$ cat src/rtl/ocwd_pkg.sv
// ---------------------------------------------------------------------------
// ocwd_pkg - shared types and constants for the omni chassis wheel drive
// Request and result structs, register indexes, kinematic and filter
// constants, and the small remainder table used by the divide-by-100 step.
// ---------------------------------------------------------------------------
package ocwd_pkg;

  localparam int WheelCount = 4;
  localparam int WheelIdxW  = $clog2(WheelCount);

  localparam int CfgIdxW  = 1;
  localparam int CfgDataW = 16;
  localparam int CmpW     = 13;

  // register indexes
  localparam logic [CfgIdxW-1:0] CfgFilterGain = 1'b0;
  localparam logic [CfgIdxW-1:0] CfgFullScale  = 1'b1;

  localparam logic [CfgDataW-1:0] GainReset  = 16'd6554;
  localparam logic [CfgDataW-1:0] ScaleReset = 16'd7200;

  // stick decode
  localparam logic [7:0] PadModeMotion = 8'h73;
  localparam logic [8:0] CenterLr      = 9'd128;
  localparam logic [8:0] CenterUd      = 9'd127;

  // shared multiplier operand widths
  localparam int MulAW = 32;
  localparam int MulBW = 22;
  localparam int MulPW = MulAW + MulBW;

  // wheel speed coefficients in hundredths: 2*sin60/r, 2*cos60/r, 2*R/r
  localparam logic signed [MulBW-1:0] CoefX = 22'sd1732;
  localparam logic signed [MulBW-1:0] CoefY = 22'sd1000;
  localparam logic signed [MulBW-1:0] CoefW = 22'sd2040;

  // floor(a/25) = (a * RecipK) >> RecipShift, exact for a < 2^20
  localparam logic signed [MulBW-1:0] RecipK = 22'sd1342178;
  localparam int RecipShift = 25;

  typedef struct packed {
    logic [7:0] pad_mode;
    logic [7:0] right_lr;
    logic [7:0] right_ud;
    logic [7:0] left_lr;
  } pad_req_t;

  typedef struct packed {
    logic [CmpW-1:0] front_left_cmp_a;
    logic [CmpW-1:0] front_left_cmp_b;
    logic [CmpW-1:0] front_right_cmp_a;
    logic [CmpW-1:0] front_right_cmp_b;
    logic [CmpW-1:0] rear_left_cmp_a;
    logic [CmpW-1:0] rear_left_cmp_b;
    logic [CmpW-1:0] rear_right_cmp_a;
    logic [CmpW-1:0] rear_right_cmp_b;
  } drive_cmp_t;

  typedef struct packed {
    logic [CfgDataW-1:0] filter_gain;
    logic [CfgDataW-1:0] pwm_full_scale;
  } ocwd_cfg_t;

  // floor((16384*c + 12) / 25) for a remainder c of the divide by 25
  function automatic logic [13:0] frac_tab(input logic [4:0] c);
    logic [13:0] v;
    case (c)
      5'd0:    v = 14'd0;
      5'd1:    v = 14'd655;
      5'd2:    v = 14'd1311;
      5'd3:    v = 14'd1966;
      5'd4:    v = 14'd2621;
      5'd5:    v = 14'd3277;
      5'd6:    v = 14'd3932;
      5'd7:    v = 14'd4588;
      5'd8:    v = 14'd5243;
      5'd9:    v = 14'd5898;
      5'd10:   v = 14'd6554;
      5'd11:   v = 14'd7209;
      5'd12:   v = 14'd7864;
      5'd13:   v = 14'd8520;
      5'd14:   v = 14'd9175;
      5'd15:   v = 14'd9830;
      5'd16:   v = 14'd10486;
      5'd17:   v = 14'd11141;
      5'd18:   v = 14'd11796;
      5'd19:   v = 14'd12452;
      5'd20:   v = 14'd13107;
      5'd21:   v = 14'd13763;
      5'd22:   v = 14'd14418;
      5'd23:   v = 14'd15073;
      5'd24:   v = 14'd15729;
      default: v = 14'd0;
    endcase
    return v;
  endfunction

endpackage

$ cat src/rtl/ocwd_mul.sv
// ---------------------------------------------------------------------------
// ocwd_mul - shared signed multiplier
// One signed multiply per cycle with the product registered.
// ---------------------------------------------------------------------------
module ocwd_mul (
  input  logic                                   clk,
  input  logic signed [ocwd_pkg::MulAW-1:0]      a,
  input  logic signed [ocwd_pkg::MulBW-1:0]      b,
  output logic signed [ocwd_pkg::MulPW-1:0]      p
);
  import ocwd_pkg::*;

  always_ff @(posedge clk) begin
    p <= MulPW'(a) * MulPW'(b);
  end

endmodule

$ cat src/rtl/ocwd_core.sv
// ---------------------------------------------------------------------------
// ocwd_core - kinematics and filter sequencer
// Walks the four wheels through the shared multiplier: stick scaling,
// divide by 100, low-pass update and bridge compare split.
// ---------------------------------------------------------------------------
module ocwd_core (
  input  logic                 clk,
  input  logic                 rst,
  input  logic                 start,
  input  ocwd_pkg::pad_req_t   item,
  input  ocwd_pkg::ocwd_cfg_t  cfg,
  output logic                 idle,
  output logic                 res_valid,
  input  logic                 res_take,
  output ocwd_pkg::drive_cmp_t res
);
  import ocwd_pkg::*;

  typedef enum logic [3:0] {
    ST_IDLE, ST_MX, ST_MY, ST_MO, ST_CAP,
    ST_WT, ST_WA, ST_WB, ST_WQ, ST_WD, ST_WF, ST_WM, ST_WO,
    ST_DONE
  } state_t;

  state_t state;

  logic signed [8:0]  vx, vy, om;
  logic signed [18:0] px, po;
  logic signed [17:0] py;
  logic [WheelIdxW-1:0] wheel;
  logic [19:0] t_abs;
  logic        t_neg;
  logic [14:0] quo;
  logic [4:0]  rem5;
  logic signed [29:0] target;
  logic signed [17:0] mc;
  logic signed [31:0] filter [WheelCount];
  logic [CmpW-1:0] cmp_a [WheelCount];
  logic [CmpW-1:0] cmp_b [WheelCount];

  logic signed [MulAW-1:0] mul_a;
  logic signed [MulBW-1:0] mul_b;
  logic signed [MulPW-1:0] prod;

  logic signed [20:0] px_e, py_e, po_e, t_sum;
  logic [19:0] t_abs_next;
  logic [14:0] quo_next;
  logic [19:0] rem_full;
  logic [28:0] q_mag;
  logic signed [29:0] target_next;
  logic signed [31:0] y_cur, d_val, y_upd, ysum;
  logic [MulPW-1:0] rnd;
  logic signed [17:0] fse, me, mc_next, cmp_a_w, cmp_b_w;

  ocwd_mul u_mul (
    .clk (clk),
    .a   (mul_a),
    .b   (mul_b),
    .p   (prod)
  );

  assign idle      = (state == ST_IDLE);
  assign res_valid = (state == ST_DONE);

  always_comb begin
    // wheel speed in hundredths: front left +x-y, front right -x-y,
    // rear left +x+y, rear right -x+y, rotation always subtracts
    px_e  = {{2{px[18]}}, px};
    py_e  = {{3{py[17]}}, py};
    po_e  = {{2{po[18]}}, po};
    t_sum = (wheel[0] ? -px_e : px_e) + (wheel[1] ? py_e : -py_e) - po_e;
    t_abs_next = t_sum[20] ? 20'(-t_sum) : t_sum[19:0];

    quo_next = prod[RecipShift+14:RecipShift];
    rem_full = t_abs - (20'({quo_next, 4'b0}) + 20'({quo_next, 3'b0}) + 20'(quo_next));

    q_mag       = {quo, 14'b0} + 29'(frac_tab(rem5));
    target_next = t_neg ? -$signed({1'b0, q_mag}) : $signed({1'b0, q_mag});

    y_cur = filter[wheel];
    d_val = {{2{target[29]}}, target} - y_cur;

    // round half away from zero on the >>16
    rnd   = prod + (prod[MulPW-1] ? MulPW'(32767) : MulPW'(32768));
    y_upd = y_cur + $signed(rnd[47:16]);

    // truncate toward zero, then clamp to full scale
    ysum = y_cur + (y_cur[31] ? 32'sd65535 : 32'sd0);
    me   = {{2{ysum[31]}}, ysum[31:16]};
    fse  = $signed({2'b0, cfg.pwm_full_scale});
    if (me > fse) begin
      mc_next = fse;
    end else if (me < -fse) begin
      mc_next = -fse;
    end else begin
      mc_next = me;
    end

    if (mc > 18'sd0) begin
      cmp_a_w = fse;
      cmp_b_w = fse - mc;
    end else begin
      cmp_a_w = fse + mc;
      cmp_b_w = fse;
    end

    mul_a = '0;
    mul_b = '0;
    unique case (state)
      ST_MX: begin
        mul_a = {{23{vx[8]}}, vx};
        mul_b = CoefX;
      end
      ST_MY: begin
        mul_a = {{23{vy[8]}}, vy};
        mul_b = CoefY;
      end
      ST_MO: begin
        mul_a = {{23{om[8]}}, om};
        mul_b = CoefW;
      end
      ST_WA: begin
        mul_a = $signed({12'b0, t_abs});
        mul_b = RecipK;
      end
      ST_WD: begin
        mul_a = d_val;
        mul_b = $signed({6'b0, cfg.filter_gain});
      end
      default: begin
        mul_a = '0;
        mul_b = '0;
      end
    endcase
  end

  always_ff @(posedge clk) begin
    if (rst) begin
      state <= ST_IDLE;
      wheel <= '0;
      for (int i = 0; i < WheelCount; i++) begin
        filter[i] <= '0;
      end
    end else begin
      unique case (state)
        ST_IDLE: begin
          if (start) begin
            if (item.pad_mode == PadModeMotion) begin
              vx <= $signed({1'b0, item.right_lr} - CenterLr);
              vy <= $signed({1'b0, item.right_ud} - CenterUd);
              om <= $signed({1'b0, item.left_lr} - CenterLr);
            end else begin
              vx <= '0;
              vy <= '0;
              om <= '0;
            end
            state <= ST_MX;
          end
        end
        ST_MX: state <= ST_MY;
        ST_MY: begin
          px    <= prod[18:0];
          state <= ST_MO;
        end
        ST_MO: begin
          py    <= prod[17:0];
          state <= ST_CAP;
        end
        ST_CAP: begin
          po    <= prod[18:0];
          wheel <= '0;
          state <= ST_WT;
        end
        ST_WT: begin
          t_abs <= t_abs_next;
          t_neg <= t_sum[20];
          state <= ST_WA;
        end
        ST_WA: state <= ST_WB;
        ST_WB: begin
          quo   <= quo_next;
          rem5  <= rem_full[4:0];
          state <= ST_WQ;
        end
        ST_WQ: begin
          target <= target_next;
          state  <= ST_WD;
        end
        ST_WD: state <= ST_WF;
        ST_WF: begin
          filter[wheel] <= y_upd;
          state         <= ST_WM;
        end
        ST_WM: begin
          mc    <= mc_next;
          state <= ST_WO;
        end
        ST_WO: begin
          cmp_a[wheel] <= cmp_a_w[CmpW-1:0];
          cmp_b[wheel] <= cmp_b_w[CmpW-1:0];
          if (wheel == WheelIdxW'(WheelCount - 1)) begin
            state <= ST_DONE;
          end else begin
            wheel <= wheel + 1'b1;
            state <= ST_WT;
          end
        end
        ST_DONE: begin
          if (res_take) begin
            state <= ST_IDLE;
          end
        end
        default: state <= ST_IDLE;
      endcase
    end
  end

  always_comb begin
    res.front_left_cmp_a  = cmp_a[0];
    res.front_left_cmp_b  = cmp_b[0];
    res.front_right_cmp_a = cmp_a[1];
    res.front_right_cmp_b = cmp_b[1];
    res.rear_left_cmp_a   = cmp_a[2];
    res.rear_left_cmp_b   = cmp_b[2];
    res.rear_right_cmp_a  = cmp_a[3];
    res.rear_right_cmp_b  = cmp_b[3];
  end

endmodule

$ cat src/rtl/omni_chassis_wheel_drive_top.sv
// ---------------------------------------------------------------------------
// omni_chassis_wheel_drive_top - gamepad sample to four-wheel bridge compares
// One gamepad request in gives one set of eight H-bridge compare values out.
//
// in channel: in_valid/in_ready carry one pad_req_t request per control tick.
// out channel: out_valid/out_ready carry one drive_cmp_t result per request.
// cfg port: cfg_we writes cfg_wdata to register cfg_index at once
//   (0 filter gain, 1 pwm full scale); write only while the block is idle.
// Sequence: the setup states MX, MY, MO and CAP use the shared multiplier,
//   then the states WT to WO run once per wheel, all through one multiplier;
//   then ST_DONE hands the result over and the core returns to idle, so a
//   new request is taken only once the last one is through.
// The request is taken while a previous result still sits in the output
//   register; when the receiver stalls, the next result waits in the core
//   and no further request is taken until it moves to the output register.
// Reset: synchronous, clears the four filters to zero, restores the
//   register defaults and empties the output register.
// ---------------------------------------------------------------------------
module omni_chassis_wheel_drive_top (
  input  logic                              clk,
  input  logic                              rst,
  input  logic                              in_valid,
  output logic                              in_ready,
  input  ocwd_pkg::pad_req_t                in_data,
  output logic                              out_valid,
  input  logic                              out_ready,
  output ocwd_pkg::drive_cmp_t              out_data,
  input  logic                              cfg_we,
  input  logic [ocwd_pkg::CfgIdxW-1:0]      cfg_index,
  input  logic [ocwd_pkg::CfgDataW-1:0]     cfg_wdata
);
  import ocwd_pkg::*;

  ocwd_cfg_t  cfg;
  logic       core_idle;
  logic       res_valid;
  logic       res_take;
  drive_cmp_t res;

  assign in_ready = core_idle;
  assign res_take = res_valid && (!out_valid || out_ready);

  ocwd_core u_core (
    .clk       (clk),
    .rst       (rst),
    .start     (in_valid && in_ready),
    .item      (in_data),
    .cfg       (cfg),
    .idle      (core_idle),
    .res_valid (res_valid),
    .res_take  (res_take),
    .res       (res)
  );

  always_ff @(posedge clk) begin
    if (rst) begin
      cfg.filter_gain    <= GainReset;
      cfg.pwm_full_scale <= ScaleReset;
    end else if (cfg_we) begin
      unique case (cfg_index)
        CfgFilterGain: cfg.filter_gain    <= cfg_wdata;
        CfgFullScale:  cfg.pwm_full_scale <= cfg_wdata;
      endcase
    end
  end

  always_ff @(posedge clk) begin
    if (rst) begin
      out_valid <= 1'b0;
    end else if (res_take) begin
      out_valid <= 1'b1;
    end else if (out_ready) begin
      out_valid <= 1'b0;
    end
  end

  always_ff @(posedge clk) begin
    if (res_take) begin
      out_data <= res;
    end
  end

endmodule

$ cat config.mk
export PLATFORM = sky130hd
export DESIGN_NAME = omni_chassis_wheel_drive_top
export DESIGN_NICKNAME = d
export VERILOG_FILES = /design/src/rtl/ocwd_pkg.sv /design/src/rtl/ocwd_mul.sv /design/src/rtl/ocwd_core.sv /design/src/rtl/omni_chassis_wheel_drive_top.sv
export SDC_FILE = /design/constraint.sdc
export NUM_CORES = 2
export LEC_CHECK = 0
export ABC_AREA = 0
export BUFFER_PORTS_ARGS = -buffer_cell sky130_fd_sc_hd__buf_2
export CORE_UTILIZATION = 40
export DETAILED_ROUTE_END_ITERATION = 7
export GPL_ROUTABILITY_DRIVEN = 0
export PLACE_DENSITY = 0.64
export SLEW_MARGIN = 20
export SYNTH_ARGS = -nofsm -noshare
export SYNTH_HDL_FRONTEND = slang
export SYNTH_SLANG_ARGS = --single-unit
$ cat constraint.sdc
create_clock -name clk -period 15.2 [get_ports clk]
set_input_delay 1.52 -clock clk [delete_from_list [all_inputs] [get_ports clk]]
set_output_delay 1.52 -clock clk [all_outputs]
set_load 0.02 [all_outputs]
# [Word-level counts from Yosys, hierarchy flattened]
# Memories as Yosys holds them, arrays and structs flattened. A register that Yosys moved wholly into a read port is not among the register bits.
# Index checks and enable logic that the tools add are counted.
[classes] addsub=21 n_mul=1 magnitude_cmp=3 eq_ne=18 n_mux=34 bitwise=2 reduce_logical=20
[ops] cell="$pmux W32 S5" count=1
[ops] cell="$pmux W21 S5" count=1
[ops] cell="$pmux W4 S14" count=1
[ops] cell="$mul A32 B22 Y54" count=1
[ops] cell="$add A48 B17 Y48" count=1
[ops] cell="$mux W16" count=3
[ops] cell="$mux W21" count=2
[ops] cell="$add A32 B17 Y32" count=1
[ops] cell="$add A32 B32 Y32" count=1
[ops] cell="$mux W32" count=1
[ops] cell="$reduce_or A32 Y1" count=1
[ops] cell="$sub A32 B32 Y32" count=1
[ops] cell="$neg A29 Y30" count=1
[ops] cell="$add A29 B14 Y29" count=1
[ops] cell="$mux W29" count=1
[ops] cell="$mux W13" count=2
[ops] cell="$eq A4 B4 Y1 const B" count=6
[ops] cell="$reduce_and A2 Y1" count=11
[ops] cell="$add A21 B21 Y21" count=1
[ops] cell="$neg A18 Y21" count=1
[ops] cell="$neg A19 Y21" count=1
[ops] cell="$sub A21 B19 Y21" count=1
[ops] cell="$mux W20" count=1
[ops] cell="$neg A20 Y20" count=1
[ops] cell="31 further kinds" count=56
[totals] ff_bits=265 ram_bits=232 mem_bits_ro=448 in_bits=54 output_inout_bits=106 wordCells=123 memories=4
[mem_list] memory="(name not given)" words=32 word_bits=14 rd=1 rd_clocked_by_memory_dff=1 wr=0 line="ocwd_pkg.sv:67" rtl="case (c)"
[mem_list] memory="u_core.filter" words=4 word_bits=32 rd=1 rd_clocked_by_memory_dff=1 wr=4 line="ocwd_core.sv:37" rtl="logic signed [31:0] filter [WheelCount];"
[mem_list] memory="u_core.cmp_a" words=4 word_bits=13 rd=4 rd_clocked_by_memory_dff=4 wr=1 line="ocwd_core.sv:38" rtl="logic [CmpW-1:0] cmp_a [WheelCount];"
[mem_list] memory="u_core.cmp_b" words=4 word_bits=13 rd=4 rd_clocked_by_memory_dff=4 wr=1 line="ocwd_core.sv:39" rtl="logic [CmpW-1:0] cmp_b [WheelCount];"

# [Longest topological paths before layout]
[depth] word_depth=6 mapped_depth=43

# [Hierarchy]
# From an unflattened synthesis, not the netlist that was laid out.
[unflattened] cells_unflattened=5590 hier_area_um2=57288.7
[modules_own_cells] mod="ocwd_core" instances=1 cells_each=2572 area_per_inst_um2=27064.7 seq_area_each_um2=12512.0
[modules_own_cells] mod="ocwd_mul" instances=1 cells_each=2775 area_per_inst_um2=25699.6 seq_area_each_um2=1081.0
[modules_own_cells] mod="omni_chassis_wheel_drive_top" instances=1 cells_each=243 area_per_inst_um2=4524.3 seq_area_each_um2=3783.6

# [Worst setup path after synthesis]
# No wires, ideal clock.
[synth_path] path_type="reg-to-reg" from="reg (tool-made name)" to="reg u_core.u_mul.p[43] (netlist bit)" arrival_ps=10679 required_ps=15128 setup_slack_ps=4449 path_stages_with_launch=42 path_buffers=5 period_less_slack_ps=10751 cell_sequence="dfxtp_1 buf_2 buf_4 buf_2 buf_1 mux4_2 inv_1 ha_1 a21o_1 a21o_1 a21oi_1 o22ai_1 o21a_1 o2111ai_1 a211oi_1 o31a_1 o31ai_1 clkbuf_1 [6 not listed] inv_1 fa_1 fa_1 fa_1 inv_1 fa_1 inv_1 ha_1 and3_1 and2_1 nand2_1 o221ai_1 or4_1 o21ai_0 a21oi_1 a2111o_1 a21oi_1 xnor2_1"
[synth_rtl] item="end signal, assigned" line="ocwd_mul.sv:14" rtl="p <= MulPW'(a) * MulPW'(b);"
[synth_rtl] item="end, declared" line="ocwd_mul.sv:9" rtl="output logic signed [ocwd_pkg::MulPW-1:0] p"

==> results.md <==
* Status: finished clean
* Share of the synthesized area in the top cell type at 28.9%
* Worst skew pair latency at about 0.67 ns
* Die footprint at approximately 0.13 mm²
* Dpl cell area at 0.0554 mm²
* Final Hold Fails at 0
* Drt wl/cell at 20.6 µm
* WS Path Type: reg -> reg
* Die Span Y at around 360 µm
* DRC Markers at 0
* # setup viols final at 0
* Worst-Margin Slew at 1.17 ns
* Hold path start: u_core.cmp_b[3][5]
* Critical path's largest stage delay at 0.89 ns
* Total Routing Usage GR at 22.2%
* Leakage at 0.0251 µW
* First-pass GRT wire length at 224000 µm
* Total Routed Length at 146000 µm
* DP HPWL at 113000 µm
* Logic gate share of total power at 36.3%
* H-tree levels at 2
* Dpl ws at around 3.5 ns
* Worst path most repeated cell: fa_1
* # Post-CTS Setup Buffers at 0
* Switch Pwr at 2070 µW
* Post-synth top area cell: edfxtp_1
* Fin nets at 6283
* Io pins at 160
* Total power at 5620 µW
* Post-synthesis sequential area ratio at between 30% and 40%
* Register clock-pin slew on the reported worst setup and hold paths at 0.06 ns
* Initial DRC count at 3571
* Int Power at 3540 µW
* Critical Path AT at 12.48 ns
* CTS buffer count at about 60
* Max_slew headroom at between 20% and 30%
* Power density over the cells at 97.6 mW/mm²
* EDFF count, synth at 506
* I/O Buffers at 159
* Clock Sinks at 610
* Cts hold-fix bufs at 0
* Post-synth top flop: edfxtp_1
* Cell Rows at 132
* Switching Fraction at 36.9%
* Synth cell count leaders: inv_1, nand2_1, fa_1
* Max cap viols at 0
* Vias in the first global route at ~38k
* Delay-heaviest family, CP: adder cells
* TritonRoute pass-1 iters at 6
* Total grt overflow at 0
* Largest net degree at the start of global routing at 61
* Hold path cells at 0
* Reg2reg setup slack at 3.28 ns
* Mapped cell area at 0.0525 mm²
* Post-cts sizing count at 0
* Ys async rst share at 0%
* Clock root buffer: clkbuf_16
* Unrepaired setup endpoints after global routing: false
* Synth area leaders: edfxtp_1, fa_1, ha_1, inv_1, nand2_1
* Critical R2R Capture: u_core.u_mul.p[46]
* Die Wd at ~360 µm
* CP max-delay cell: a211oi_1
* Effective utilization at floorplan at a little over 40%
* Hold Path End: out_data[5]
* Worst Reg2Reg Path Length in Cells at 34
* Worst hold path class: reg -> reg
* Final hold slack at 0.414 ns
* Layout cells sized above 1 at approximately 8%
* Yosys reg bits at 610
* Avg Cell Area, Syn at 10.2 µm²
* Fmax achieved at roughly 0.084 GHz
* CP endpoint kind: register
* Crit start category: register
* DRT antenna net count at 0
* Initial antenna violation count at 5
* Clk_skew at 0.0793 ns
* CP Data Required Time at 15.76 ns
* Ys Warns at 0
* Core area at 0.130 mm²
* TritonCTS clock tree: yes
* Count leader, synth: inv_1
* Max Transition Viols Final at 0
* Synth unique cells at 87
* Area delta synth->final at 9.64%
* Flop pwr share at a little over a third
* Fin area at 0.0575 mm²
* VDD IR max at 0.102 mV
* Clk buf depth at 3
* Setup TNS at 0 ns
* Vias per Instance at ~5.4
* CP Buf/Inv Count at 6
* Clock share of power at approximately 28%
* Via count at 38.0k
* Min Tclk post-route at 11.92 ns
* Final WS setup at 3.28 ns
* Highest net fanout along the worst path at 27
* Crit share post-route at 78.4%
* Mapped Cells at 5158
[final cells by class]
cell class / instances / area [µm²]
fillers: 12200 / 72300
multi-input cells: 3560 / 31600
flip-flops and latches: 610 / 17300
inverters: 819 / 3070
well taps: 1742 / 2180
clock buffers: 84 / 1780
repair buffers: 228 / 1310
clock inverters: 29 / 312
diodes: 4 / 10.0
[power by group through the flow]
stage	sequential [µW]	clock, µW	combinational (µW)
floorplan	2000	0	1470
global route	2040	1630	2280
CTS	2030	1570	2030
finish	2030	1540	2040
detailed placement	2070	0	2010
global placement	2070	0	1980
[logic make-up (layout without fill, tap and decap cells)]
| logic type | Yosys count | count (layout) | share of synthesized area [%] |
|---|---|---|---|
| simple gates | 1494 | 1494 | 13.0 |
| buf+inv | 1011 | 1160 | 7.28 |
| fa+ha+maj | 950 | 950 | 31.0 |
| compound gates | 752 | 752 | 9.18 |
| flops | 610 | 610 | 32.9 |
| xor+xnor | 292 | 292 | 4.90 |
| mux | 47 | 47 | 1.66 |
| other cells | 2 | 29 | 0.0143 |
[worst register-to-register path: cells and delay by family (launching register included)]
family	cells	cell delay [ns]
fa+ha+maj	9	4.38
compound gates	12	4.23
buf+inv	6	0.97
simple gates	4	0.84
mux	1	0.66
flops	1	0.45
xor+xnor	2	0.32
[registers in the layout, summed over array words and instances (netlist names), named ones only]
signal          cells
out_data          104
u_core.po          19
u_core.t_abs       20
u_core.py          18
u_core.cmp_b       52
u_core.t_neg        1
u_core.target      30
u_core.state        4
u_core.wheel        2
u_core.quo         15
u_core.px          19
u_core.vx           8
u_core.rem5         5
u_core.cmp_a       52
cfg                32
u_core.om           8
u_core.vy           9
out_valid           1
u_core.filter     128
u_core.mc          18
u_core.q_mag       14
u_core.u_mul.p     49
[worst max path at each step]
stage	startpoint	end	slack, ns	cells past startpoint
finish	register	u_core.u_mul.p[46]	3.28	34
global route	register	u_core.u_mul.p[46]	2.86	37
CTS	register	u_core.u_mul.p[46]	3.43	35
detailed placement	register	u_core.u_mul.p[46]	3.49	35
global placement	register	u_core.u_mul.p[46]	3.56	35
floorplan	register	u_core.u_mul.p[43]	4.45	41
[through the flow]
| step | util, % | std cells |
|---|---|---|
| after floorplan | - | 5181 |
| after global placement | 42.7 | 6959 |
| after detailed placement | 42.7 | 6959 |
| after CTS | 44.3 | 7072 |
| after global routing | 44.3 | 7073 |
| final | 44.3 | 7076 |
[placed cells by master, fill, tap and decap left out, types with 20 or more instances in the layout]
| master | netlist | final |
|---|---|---|
| inv_1 | 816 | 816 |
| nand2_1 | 591 | 591 |
| fa_1 | 586 | 586 |
| edfxtp_1 | 506 | 506 |
| nor2_1 | 389 | 385 |
| ha_1 | 363 | 363 |
| xnor2_1 | 217 | 217 |
| a21oi_1 | 220 | 214 |
| buf_2 | 4 | 159 |
| o21ai_0 | 153 | 152 |
| and2_1 | 105 | 105 |
| dfxtp_1 | 104 | 103 |
| a21o_1 | 97 | 96 |
| xor2_1 | 73 | 73 |
| buf_4 | 2 | 69 |
| nand3_1 | 68 | 68 |
| nor3_1 | 72 | 68 |
| clkbuf_16 | 0 | 65 |
| nand2b_1 | 53 | 53 |
| a31oi_1 | 38 | 38 |
| and3_1 | 34 | 34 |
| nand4_1 | 33 | 33 |
| mux4_2 | 32 | 32 |
| o21a_1 | 32 | 32 |
| o31ai_1 | 31 | 31 |
| nor2b_1 | 25 | 25 |
| a211oi_1 | 26 | 25 |
| or3_1 | 27 | 25 |
| conb_1 | 2 | 25 |
| a211o_1 | 21 | 21 |
| nor4_1 | 23 | 20 |
[layer usage]
| metal | vias up | track usage (%) | share of wire, % |
|---|---|---|---|
| met3 | 279 | 3.69 | 8.1 |
| met2 | 1511 | 35.5 | 46 |
| met1 | 18900 | 29.8 | 42 |
| met5 | - | 0 | 0 |
| li1 | 17200 | - | - |
| met4 | 0 | 8.90 | 4.2 |
(Power assumes the default switching activity.)
